--- src/mips64_subset_execute_stage_core_macros.svh ---
// Assertion macros for the MIPS64 subset execute stage.
// Each macro expects i_clk and i_rst_n in the scope where it is used.
`ifndef MIPS64_SUBSET_EXECUTE_STAGE_CORE_MACROS_SVH
`define MIPS64_SUBSET_EXECUTE_STAGE_CORE_MACROS_SVH

// Plain property, checked on every clock edge outside reset.
`define MEX_ASSERT(lbl, prop, msg) \
    lbl: assert property (@(posedge i_clk) disable iff (!i_rst_n) (prop)) else $error(msg);

// Antecedent in one cycle, consequent from the next cycle on.
`define MEX_ASSERT_NEXT(lbl, ante, cons, msg) \
    lbl: assert property (@(posedge i_clk) disable iff (!i_rst_n) (ante) |=> cons) \
        else $error(msg);

`endif

--- src/mips_ex_pkg.sv ---
// Package for the MIPS64 subset execute stage: opcode, exception and memory codes.
// No dependencies; used by mips64_subset_execute_stage_core.
`timescale 1ns / 1ps

package mips_ex_pkg;

    typedef enum logic [4:0] {
        OP_ADDI  = 5'd0,
        OP_ADDIU = 5'd1,
        OP_J     = 5'd2,
        OP_JAL   = 5'd3,
        OP_LUI   = 5'd4,
        OP_ORI   = 5'd5,
        OP_SD    = 5'd6,
        OP_SW    = 5'd7,
        OP_LBU   = 5'd8,
        OP_LD    = 5'd9,
        OP_LHU   = 5'd10,
        OP_LW    = 5'd11,
        OP_ANDI  = 5'd12,
        OP_BEQ   = 5'd13,
        OP_BNE   = 5'd14,
        OP_ADD   = 5'd15,
        OP_ADDU  = 5'd16,
        OP_JR    = 5'd17,
        OP_JALR  = 5'd18,
        OP_SLL   = 5'd19,
        OP_SLT   = 5'd20,
        OP_NOP   = 5'd21
    } t_opcode;

    typedef enum logic [2:0] {
        EXC_NONE = 3'd0,
        EXC_OVF  = 3'd1,
        EXC_ADDR = 3'd2,
        EXC_RI   = 3'd3,
        EXC_NI   = 3'd4
    } t_exc;

    typedef enum logic [1:0] {
        MEM_NONE  = 2'd0,
        MEM_LOAD  = 2'd1,
        MEM_STORE = 2'd2
    } t_mem_op;

    typedef enum logic [1:0] {
        SIZE_BYTE   = 2'd0,
        SIZE_HALF   = 2'd1,
        SIZE_WORD   = 2'd2,
        SIZE_DOUBLE = 2'd3
    } t_mem_size;

    localparam logic [1:0] CFG_MODE_64BIT  = 2'd0;
    localparam logic [1:0] CFG_KERNEL_MODE = 2'd1;
    localparam logic [1:0] CFG_EXC_ENABLE  = 2'd2;

    localparam logic [4:0] LINK_REG = 5'd31;

endpackage

--- src/mips64_subset_execute_stage_core.sv ---
// A transaction accepted into the input register has its result strobed by o_done from the result register.
// Throughput: one transaction per cycle; the input register and the result register each
// hold one instruction, so o_busy stays low and the receiver cannot stall the stage.
// Reset (synchronous, active low) clears both valid flags and sets mode_64bit = 0,
// kernel_mode = 1 and exceptions_enabled = 1.
// Depends on mips_ex_pkg and mips64_subset_execute_stage_core_macros.svh.
`timescale 1ns / 1ps
`include "mips64_subset_execute_stage_core_macros.svh"

module mips64_subset_execute_stage_core (
    input  logic        i_clk,
    input  logic        i_rst_n,
    // Instruction transaction
    input  logic        i_start,
    output logic        o_busy,
    input  logic [4:0]  i_opcode,
    input  logic [63:0] i_rs_value,
    input  logic [63:0] i_rt_value,
    input  logic [15:0] i_immediate,
    input  logic [4:0]  i_rt_index,
    input  logic [4:0]  i_rd_index,
    input  logic [4:0]  i_shift_amount,
    input  logic [25:0] i_jump_target,
    input  logic [63:0] i_pc_value,
    // Configuration write channel
    input  logic        i_cfg_valid,
    output logic        o_cfg_ready,
    input  logic [1:0]  i_cfg_index,
    input  logic        i_cfg_data,
    // Result
    output logic        o_done,
    output logic        o_reg_write,
    output logic [4:0]  o_reg_index,
    output logic [63:0] o_reg_data,
    output logic        o_pc_write,
    output logic [63:0] o_pc_target,
    output logic [1:0]  o_mem_op,
    output logic [1:0]  o_mem_size,
    output logic [31:0] o_mem_address,
    output logic [63:0] o_store_data,
    output logic [2:0]  o_exception
);

    // Configuration registers.
    logic r_mode_64bit;
    logic r_kernel_mode;
    logic r_exc_en;

    // Input register.
    logic        r_in_vld;
    logic [4:0]  r_op;
    logic [63:0] r_rs;
    logic [63:0] r_rt;
    logic [15:0] r_imm;
    logic [4:0]  r_rti;
    logic [4:0]  r_rdi;
    logic [4:0]  r_sa;
    logic [25:0] r_tgt;
    logic [63:0] r_pc;

    // Result register.
    logic        r_out_vld;
    logic        r_reg_write;
    logic [4:0]  r_reg_index;
    logic [63:0] r_reg_data;
    logic        r_pc_write;
    logic [63:0] r_pc_target;
    logic [1:0]  r_mem_op;
    logic [1:0]  r_mem_size;
    logic [31:0] r_mem_address;
    logic [63:0] r_store_data;
    logic [2:0]  r_exception;

    // Next result.
    logic        n_reg_write;
    logic [4:0]  n_reg_index;
    logic [63:0] n_reg_data;
    logic        n_pc_write;
    logic [63:0] n_pc_target;
    logic [1:0]  n_mem_op;
    logic [1:0]  n_mem_size;
    logic [31:0] n_mem_address;
    logic [63:0] n_store_data;
    logic [2:0]  n_exception;

    // Datapath terms.
    logic [31:0] imm_sx32;
    logic [31:0] addr_sum;
    logic [31:0] reg_sum;
    logic        addi_ovf;
    logic        add_ovf;
    logic [63:0] pc_m4;
    logic [63:0] jump_pc;
    logic [63:0] branch_pc;
    logic [31:0] sll_res;
    logic        slt_res;
    logic        chk;
    logic        ri;
    logic        accept;

    assign accept      = i_start && !o_busy;
    assign o_busy      = 1'b0;
    assign o_cfg_ready = 1'b1;

    always_ff @(posedge i_clk) begin
        if (!i_rst_n) begin
            r_mode_64bit  <= 1'b0;
            r_kernel_mode <= 1'b1;
            r_exc_en      <= 1'b1;
        end else if (i_cfg_valid && o_cfg_ready) begin
            priority case (i_cfg_index)
                mips_ex_pkg::CFG_MODE_64BIT:  r_mode_64bit  <= i_cfg_data;
                mips_ex_pkg::CFG_KERNEL_MODE: r_kernel_mode <= i_cfg_data;
                mips_ex_pkg::CFG_EXC_ENABLE:  r_exc_en      <= i_cfg_data;
                default: ;
            endcase
        end
    end

    always_ff @(posedge i_clk) begin
        if (!i_rst_n) begin
            r_in_vld <= 1'b0;
        end else begin
            r_in_vld <= accept;
        end
    end

    always_ff @(posedge i_clk) begin
        if (accept) begin
            r_op  <= i_opcode;
            r_rs  <= i_rs_value;
            r_rt  <= i_rt_value;
            r_imm <= i_immediate;
            r_rti <= i_rt_index;
            r_rdi <= i_rd_index;
            r_sa  <= i_shift_amount;
            r_tgt <= i_jump_target;
            r_pc  <= i_pc_value;
        end
    end

    assign imm_sx32  = {{16{r_imm[15]}}, r_imm};
    assign addr_sum  = r_rs[31:0] + imm_sx32;
    assign reg_sum   = r_rt[31:0] + r_rs[31:0];
    assign addi_ovf  = ((r_rs[31] ^ addr_sum[31]) & (imm_sx32[31] ^ addr_sum[31]));
    assign add_ovf   = ((r_rt[31] ^ reg_sum[31]) & (r_rs[31] ^ reg_sum[31]));
    assign pc_m4     = r_pc - 64'd4;
    // J/JAL keep the top 36 bits of the delay-slot address.
    assign jump_pc   = {pc_m4[63:28], r_tgt, 2'b00};
    assign branch_pc = pc_m4 + {{46{r_imm[15]}}, r_imm, 2'b00};
    assign sll_res   = r_rt[31:0] << r_sa;
    assign slt_res   = $signed(r_rs) < $signed(r_rt);
    assign chk       = r_exc_en;
    assign ri        = !r_mode_64bit && !r_kernel_mode;

    always_comb begin
        n_reg_write   = 1'b0;
        n_reg_index   = 5'd0;
        n_reg_data    = 64'd0;
        n_pc_write    = 1'b0;
        n_pc_target   = 64'd0;
        n_mem_op      = mips_ex_pkg::MEM_NONE;
        n_mem_size    = mips_ex_pkg::SIZE_BYTE;
        n_mem_address = 32'd0;
        n_store_data  = 64'd0;
        n_exception   = mips_ex_pkg::EXC_NONE;

        unique case (mips_ex_pkg::t_opcode'(r_op))
            mips_ex_pkg::OP_ADDI, mips_ex_pkg::OP_ADDIU: begin
                if ((r_op == mips_ex_pkg::OP_ADDI) && chk && addi_ovf) begin
                    n_exception = mips_ex_pkg::EXC_OVF;
                end else begin
                    n_reg_write = 1'b1;
                    n_reg_index = r_rti;
                    n_reg_data  = {{32{addr_sum[31]}}, addr_sum};
                end
            end
            mips_ex_pkg::OP_J: begin
                n_pc_write  = 1'b1;
                n_pc_target = jump_pc;
            end
            mips_ex_pkg::OP_JAL: begin
                n_reg_write = 1'b1;
                n_reg_index = mips_ex_pkg::LINK_REG;
                n_reg_data  = r_pc;
                n_pc_write  = 1'b1;
                n_pc_target = jump_pc;
            end
            mips_ex_pkg::OP_LUI: begin
                n_reg_write = 1'b1;
                n_reg_index = r_rti;
                n_reg_data  = {{32{r_imm[15]}}, r_imm, 16'd0};
            end
            mips_ex_pkg::OP_ORI: begin
                n_reg_write = 1'b1;
                n_reg_index = r_rti;
                n_reg_data  = r_rs | {48'd0, r_imm};
            end
            mips_ex_pkg::OP_ANDI: begin
                n_reg_write = 1'b1;
                n_reg_index = r_rti;
                n_reg_data  = r_rs & {48'd0, r_imm};
            end
            mips_ex_pkg::OP_SD: begin
                // Reserved instruction takes priority over misalignment.
                if (chk && ri) begin
                    n_exception = mips_ex_pkg::EXC_RI;
                end else if (chk && (addr_sum[2:0] != 3'd0)) begin
                    n_exception = mips_ex_pkg::EXC_ADDR;
                end else begin
                    n_mem_op      = mips_ex_pkg::MEM_STORE;
                    n_mem_size    = mips_ex_pkg::SIZE_DOUBLE;
                    n_mem_address = addr_sum;
                    n_store_data  = r_rt;
                end
            end
            mips_ex_pkg::OP_SW: begin
                if (chk && (addr_sum[1:0] != 2'd0)) begin
                    n_exception = mips_ex_pkg::EXC_ADDR;
                end else begin
                    n_mem_op      = mips_ex_pkg::MEM_STORE;
                    n_mem_size    = mips_ex_pkg::SIZE_WORD;
                    n_mem_address = addr_sum;
                    n_store_data  = {32'd0, r_rt[31:0]};
                end
            end
            mips_ex_pkg::OP_LBU: begin
                n_reg_index   = r_rti;
                n_mem_op      = mips_ex_pkg::MEM_LOAD;
                n_mem_size    = mips_ex_pkg::SIZE_BYTE;
                n_mem_address = addr_sum;
            end
            mips_ex_pkg::OP_LD: begin
                if (chk && ri) begin
                    n_exception = mips_ex_pkg::EXC_RI;
                end else if (chk && (addr_sum[2:0] != 3'd0)) begin
                    n_exception = mips_ex_pkg::EXC_ADDR;
                end else begin
                    n_reg_index   = r_rti;
                    n_mem_op      = mips_ex_pkg::MEM_LOAD;
                    n_mem_size    = mips_ex_pkg::SIZE_DOUBLE;
                    n_mem_address = addr_sum;
                end
            end
            mips_ex_pkg::OP_LHU: begin
                if (chk && addr_sum[0]) begin
                    n_exception = mips_ex_pkg::EXC_ADDR;
                end else begin
                    n_reg_index   = r_rti;
                    n_mem_op      = mips_ex_pkg::MEM_LOAD;
                    n_mem_size    = mips_ex_pkg::SIZE_HALF;
                    n_mem_address = addr_sum;
                end
            end
            mips_ex_pkg::OP_LW: begin
                if (chk && (addr_sum[1:0] != 2'd0)) begin
                    n_exception = mips_ex_pkg::EXC_ADDR;
                end else begin
                    n_reg_index   = r_rti;
                    n_mem_op      = mips_ex_pkg::MEM_LOAD;
                    n_mem_size    = mips_ex_pkg::SIZE_WORD;
                    n_mem_address = addr_sum;
                end
            end
            mips_ex_pkg::OP_BEQ, mips_ex_pkg::OP_BNE: begin
                // A branch that is not taken leaves the whole result at zero.
                if ((r_rs == r_rt) == (r_op == mips_ex_pkg::OP_BEQ)) begin
                    n_pc_write  = 1'b1;
                    n_pc_target = branch_pc;
                end
            end
            mips_ex_pkg::OP_ADD, mips_ex_pkg::OP_ADDU: begin
                if ((r_op == mips_ex_pkg::OP_ADD) && chk && add_ovf) begin
                    n_exception = mips_ex_pkg::EXC_OVF;
                end else begin
                    n_reg_write = 1'b1;
                    n_reg_index = r_rdi;
                    n_reg_data  = {{32{reg_sum[31]}}, reg_sum};
                end
            end
            mips_ex_pkg::OP_JR, mips_ex_pkg::OP_JALR: begin
                if (chk && (r_rs[1:0] != 2'd0)) begin
                    n_exception = mips_ex_pkg::EXC_ADDR;
                end else begin
                    if (r_op == mips_ex_pkg::OP_JALR) begin
                        n_reg_write = 1'b1;
                        n_reg_index = r_rdi;
                        n_reg_data  = r_pc;
                    end
                    n_pc_write  = 1'b1;
                    n_pc_target = r_rs;
                end
            end
            mips_ex_pkg::OP_SLL: begin
                n_reg_write = 1'b1;
                n_reg_index = r_rdi;
                n_reg_data  = {{32{sll_res[31]}}, sll_res};
            end
            mips_ex_pkg::OP_SLT: begin
                n_reg_write = 1'b1;
                n_reg_index = r_rdi;
                n_reg_data  = {63'd0, slt_res};
            end
            mips_ex_pkg::OP_NOP: begin
            end
            default: begin
                n_exception = mips_ex_pkg::EXC_NI;
            end
        endcase
    end

    always_ff @(posedge i_clk) begin
        if (!i_rst_n) begin
            r_out_vld <= 1'b0;
        end else begin
            r_out_vld <= r_in_vld;
        end
    end

    always_ff @(posedge i_clk) begin
        if (r_in_vld) begin
            r_reg_write   <= n_reg_write;
            r_reg_index   <= n_reg_index;
            r_reg_data    <= n_reg_data;
            r_pc_write    <= n_pc_write;
            r_pc_target   <= n_pc_target;
            r_mem_op      <= n_mem_op;
            r_mem_size    <= n_mem_size;
            r_mem_address <= n_mem_address;
            r_store_data  <= n_store_data;
            r_exception   <= n_exception;
        end
    end

    assign o_done        = r_out_vld;
    assign o_reg_write   = r_reg_write;
    assign o_reg_index   = r_reg_index;
    assign o_reg_data    = r_reg_data;
    assign o_pc_write    = r_pc_write;
    assign o_pc_target   = r_pc_target;
    assign o_mem_op      = r_mem_op;
    assign o_mem_size    = r_mem_size;
    assign o_mem_address = r_mem_address;
    assign o_store_data  = r_store_data;
    assign o_exception   = r_exception;

    `MEX_ASSERT_NEXT(a_result_follows, accept, ##1 o_done, "accepted transaction gave no result")
    `MEX_ASSERT(a_exc_no_writes, !(o_done && (o_exception != mips_ex_pkg::EXC_NONE)) || (!o_reg_write && !o_pc_write && (o_mem_op == mips_ex_pkg::MEM_NONE)), "exception result carries a write")
    `MEX_ASSERT(a_load_no_regwrite, !(o_done && (o_mem_op == mips_ex_pkg::MEM_LOAD)) || !o_reg_write, "load result requests a register write")
    `MEX_ASSERT(a_mem_no_pc, !(o_done && (o_mem_op != mips_ex_pkg::MEM_NONE)) || !o_pc_write, "memory request also redirects the PC")

endmodule

--- config.mk ---
export PLATFORM = sky130hd
export DESIGN_NAME = mips64_subset_execute_stage_core
export DESIGN_NICKNAME = d
export VERILOG_FILES = /design/src/mips_ex_pkg.sv /design/src/mips64_subset_execute_stage_core.sv
export VERILOG_INCLUDE_DIRS = /design/src /design/src/src
export SDC_FILE = /design/constraint.sdc
export NUM_CORES = 1
export LEC_CHECK = 0
export ABC_AREA = 0
export BUFFER_PORTS_ARGS = -buffer_cell sky130_fd_sc_hd__buf_2
export CORE_UTILIZATION = 40
export DETAILED_ROUTE_END_ITERATION = 8
export GPL_TIMING_DRIVEN = 0
export PLACE_DENSITY = 0.66
export SLEW_MARGIN = 10
export SYNTH_ARGS = -nofsm -noshare
export SYNTH_HDL_FRONTEND = slang
export SYNTH_SLANG_ARGS = --single-unit
--- constraint.sdc ---
create_clock -name i_clk -period 6.8 [get_ports i_clk]
set_clock_uncertainty 0.1 [all_clocks]
set_input_delay 1.7 -clock i_clk [delete_from_list [all_inputs] [get_ports i_clk]]
set_output_delay 1.7 -clock i_clk [all_outputs]
set_load 0.01 [all_outputs]
==> results.cfg <==
[sta]
period_share_pct = 96.9
relSlewSlack_pct = 5.04
fmax_mhz = 152
min_period_ns = 6.59
drv_slew = 0
final-setup-viol-count = 0
finalHoldViolCount = 0
holdWs_ns = 0.421
worst_slew_pin_slew_ns = 1.41
rsz0062_at_grt = false

[global_routing]
antenna_found_initial = 11
grt_remaining_overflow = 0
grt_pass1_vias = 23100
grt_max_degree = 110
grt_pass1_wl_um = 155000
grt_use_total_pct = 28.3

[hold_path]
hold_end = o_reg_index[3]
holdPathStages = 2
hp-start = r_rdi[3]
hold_class = reg -> reg

[finish]
areaGrowthSynthToFinish_pct = 19.6
fin_nets = 3712
final_cells = 4241
final_util_pct = 48.3
fillerInstances = 6831
drive_gt1_share_pct = 19.7

[worst_setup_path]
crit_arrival_ns = 6.86
end_kind = register
start_kind = register
crit_fanout = 6
rr_endpoint = o_pc_target[59]
crit_type = reg -> reg
worstPathRequired_ns = 7.08
r2r_cells = 20
r2r-start = r_pc[12]
r2r_setup_slack_ns = 0.21

[drt]
routed_wl_um = 109000
drt_first_iter_violations = 2742
wire_per_inst_um = 25.7
via_per_inst = 5.84
via_count = 24800
firstDrtPassIters = 8
post-route-drc-count = 0
drt.antenna.violating_nets = 0

[clock_tree]
cts.htree.levels = 2
postCtsHoldBufs = 0
cts.sinks = 497
clkTransAtPathRegs_ns = 0.06
clock_path_buffers = 3
clk_latency_ns = 0.64
cts_setup_buffers = 0
numCtsBuffers = 53
cts_tree = done
cts_root_buf = clkbuf_16

[power]
share_seq_of_total_power_pct = 44.1
vdd_ir_drop_max_mv = 0.211
swShare_pct = 31.6
internal-power_mw = 5.94
p_switching_mw = 2.74
combPwrFrac_pct = 23.0
p_clk_share_pct = 32.9
power.density_mw_per_mm2 = 247
p_leak_nw = 14.5

[placed_design]
portBuffers = 499
gp_congestion = 1.00
dp.cells = 4142
dpl.hpwl_um = 84900

[logic_synthesis]
ys_seq_area_share_pct = 50.6
yosys-top-cells-count = edfxtp_1 (492), ha_1 (210), nand2_1 (206), o21ai_0 (179), nor2_1 (168)
avgSynthCellArea_um2 = 11.0
yosysMostFrequentCell = edfxtp_1
synthTopCellsByArea = edfxtp_1 (50%), ha_1 (8.9%), o21ai_0 (3.0%)
synth_mux_area_share_pct = 2.58
async_flop_share_pct = 0
synth-edff-count = 492
synthCells = 2674
synth_warnings = 0
synth-main-ff-cell = edfxtp_1
yosys_register_bits = 497
syn-num-nets = 3148
synthesis.area_mm2 = 0.0294
synth_xor_area_share_pct = 5.21
synth_area_leader_cell = edfxtp_1
yosys.cell_types.count = 82
yosysTopAreaCellShare_pct = 50.3
synth_fa_ha_area_share_pct = 9.15
synth_top_family_by_area = compound AO/OA/AOI/OAI gates
synth-simple-area-share_pct = 12.1
synth-compound-area-share_pct = 16.8

[die]
dieArea_mm2 = 0.0746
die_width_um = 273
io_pins = 502
die_h_um = 273
rows = 99
core_mm2 = 0.0728
initial_core_util_pct = 40.3

[run]
maxCapViolations = 0

[outcome]
status = finished clean
## layout by cell type (no fill, tap or decap), drive strengths merged, types with 11 or more instances in the layout
| master | count |
|---|---|
| and3 | 11 |
| nand4 | 30 |
| nand2 | 206 |
| nor2 | 169 |
| clkbuf | 180 |
| ha | 210 |
| a22oi | 91 |
| clkinv | 21 |
| mux4 | 22 |
| nand3 | 49 |
| nor2b | 24 |
| o21a | 11 |
| a211oi | 27 |
| a21oi | 159 |
| inv | 157 |
| or4 | 15 |
| a31oi | 14 |
| xnor2 | 92 |
| or3 | 17 |
| o221ai | 31 |
| o21bai | 25 |
| nand2b | 27 |
| edfxtp | 492 |
| a21o | 67 |
| o211ai | 11 |
| xor2 | 81 |
| and2 | 49 |
| o21ai | 181 |
| a221oi | 18 |
| buf | 516 |
| o31ai | 12 |
| nor4 | 56 |
| mux2i | 23 |
| nor3 | 44 |
| a222oi | 15 |
## registers in the layout (all words and copies together) (netlist names), 2 cells and up
name,flops
r_op,5
o_mem_address,32
o_reg_index,5
o_mem_size,2
r_tgt,26
r_rt,64
o_reg_data,64
r_rdi,5
r_pc,64
o_store_data,64
r_rs,64
r_imm,16
r_rti,5
o_exception,3
r_sa,5
o_pc_target,64
o_mem_op,2
## what timing repair did
action,4_1_cts,5_1_grt
pin swaps,0,1
resized for setup,7,12
endpoints found under the setup margin,12,9
## area by class of cell
class | instances | area [µm²] | share of cell area (%)
clock buffers | 64 | 1370 | 3.89
repair buffers | 509 | 2760 | 7.85
plain buffers | 123 | 478 | 1.36
well taps | 959 | 1200 | 3.41
clock inverters | 29 | 305 | 0.869
inverters | 153 | 574 | 1.63
diodes | 6 | 15.0 | 0.0427
flip-flops and latches | 497 | 14900 | 42.3
multi-input cells | 1901 | 13600 | 38.6
## worst max-delay path by stage
stage	from	endpoint	cells past startpoint
2_1_floorplan	r_in_vld	o_exception[0]	0
5_1_grt	r_pc[12]	o_pc_target[62]	20
3_3_place_gp	r_in_vld	o_store_data[27]	0
3_5_place_dp	r_pc[5]	o_pc_target[62]	18
4_1_cts	r_pc[12]	o_pc_target[61]	20
6_report	r_pc[12]	o_pc_target[59]	20
## power groups by stage
stage                     Sequential, mW  Combinational (mW)  Clock [mW]
final                               3.83                2.00        2.86
after global routing                3.84                2.17        3.00
after CTS                           3.82                1.95        2.90
after detailed placement            3.88                1.93           0
after global placement              3.95                1.87           0
after floorplan                     3.83                1.21           0
## metal layers
metal	wire (µm)	global-route usage, %	part of all wire, %
met5	9	0	0.0083
met2	48500	42.9	45
met3	10500	6.41	9.6
met4	4100	10.9	3.8
met1	45700	39.1	42
## stage by stage
step / setup TNS, ns / area [µm²] / worst slack, ns / total power, mW
2_1_floorplan: 0 / 29400 / 0.578 / 5.05
3_3_place_gp: -672.46 / 33100 / -2.44 / 5.82
3_5_place_dp: -2.75 / 33300 / -0.754 / 5.81
4_1_cts: 0 / 35100 / 0.0776 / 8.66
5_1_grt: 0 / 35100 / 0.00617 / 9.01
6_report: 0 / 35100 / 0.214 / 8.68
## cell families after synthesis
logic type | count (synthesis)
AO/OA/AOI/OAI | 743
AND/OR/NAND/NOR | 722
multiplexers | 48
flip-flops | 497
adder cells (fa/ha/maj) | 213
XOR/XNOR | 173
other | 2
buffers and inverters | 276
## critical path: stages (launching register included)
cell,delay [ns]
edfxtp_1,0.54
or4_4,0.61
or3_4,0.36
or4_4,0.52
or2_4,0.30
nor4_4,0.32
nand2_1,0.16
or3_1,0.40
xnor2_2,0.20
ha_1,0.24
a21o_1,0.17
a21o_1,0.17
a21o_1,0.18
a211oi_1,0.29
o21ai_0,0.25
a2111oi_2,0.49
nor2_1,0.08
nor2_1,0.23
o21a_1,0.25
nor4_1,0.07
a311o_1,0.38
Note: power is estimated with default switching activity, not from simulation.
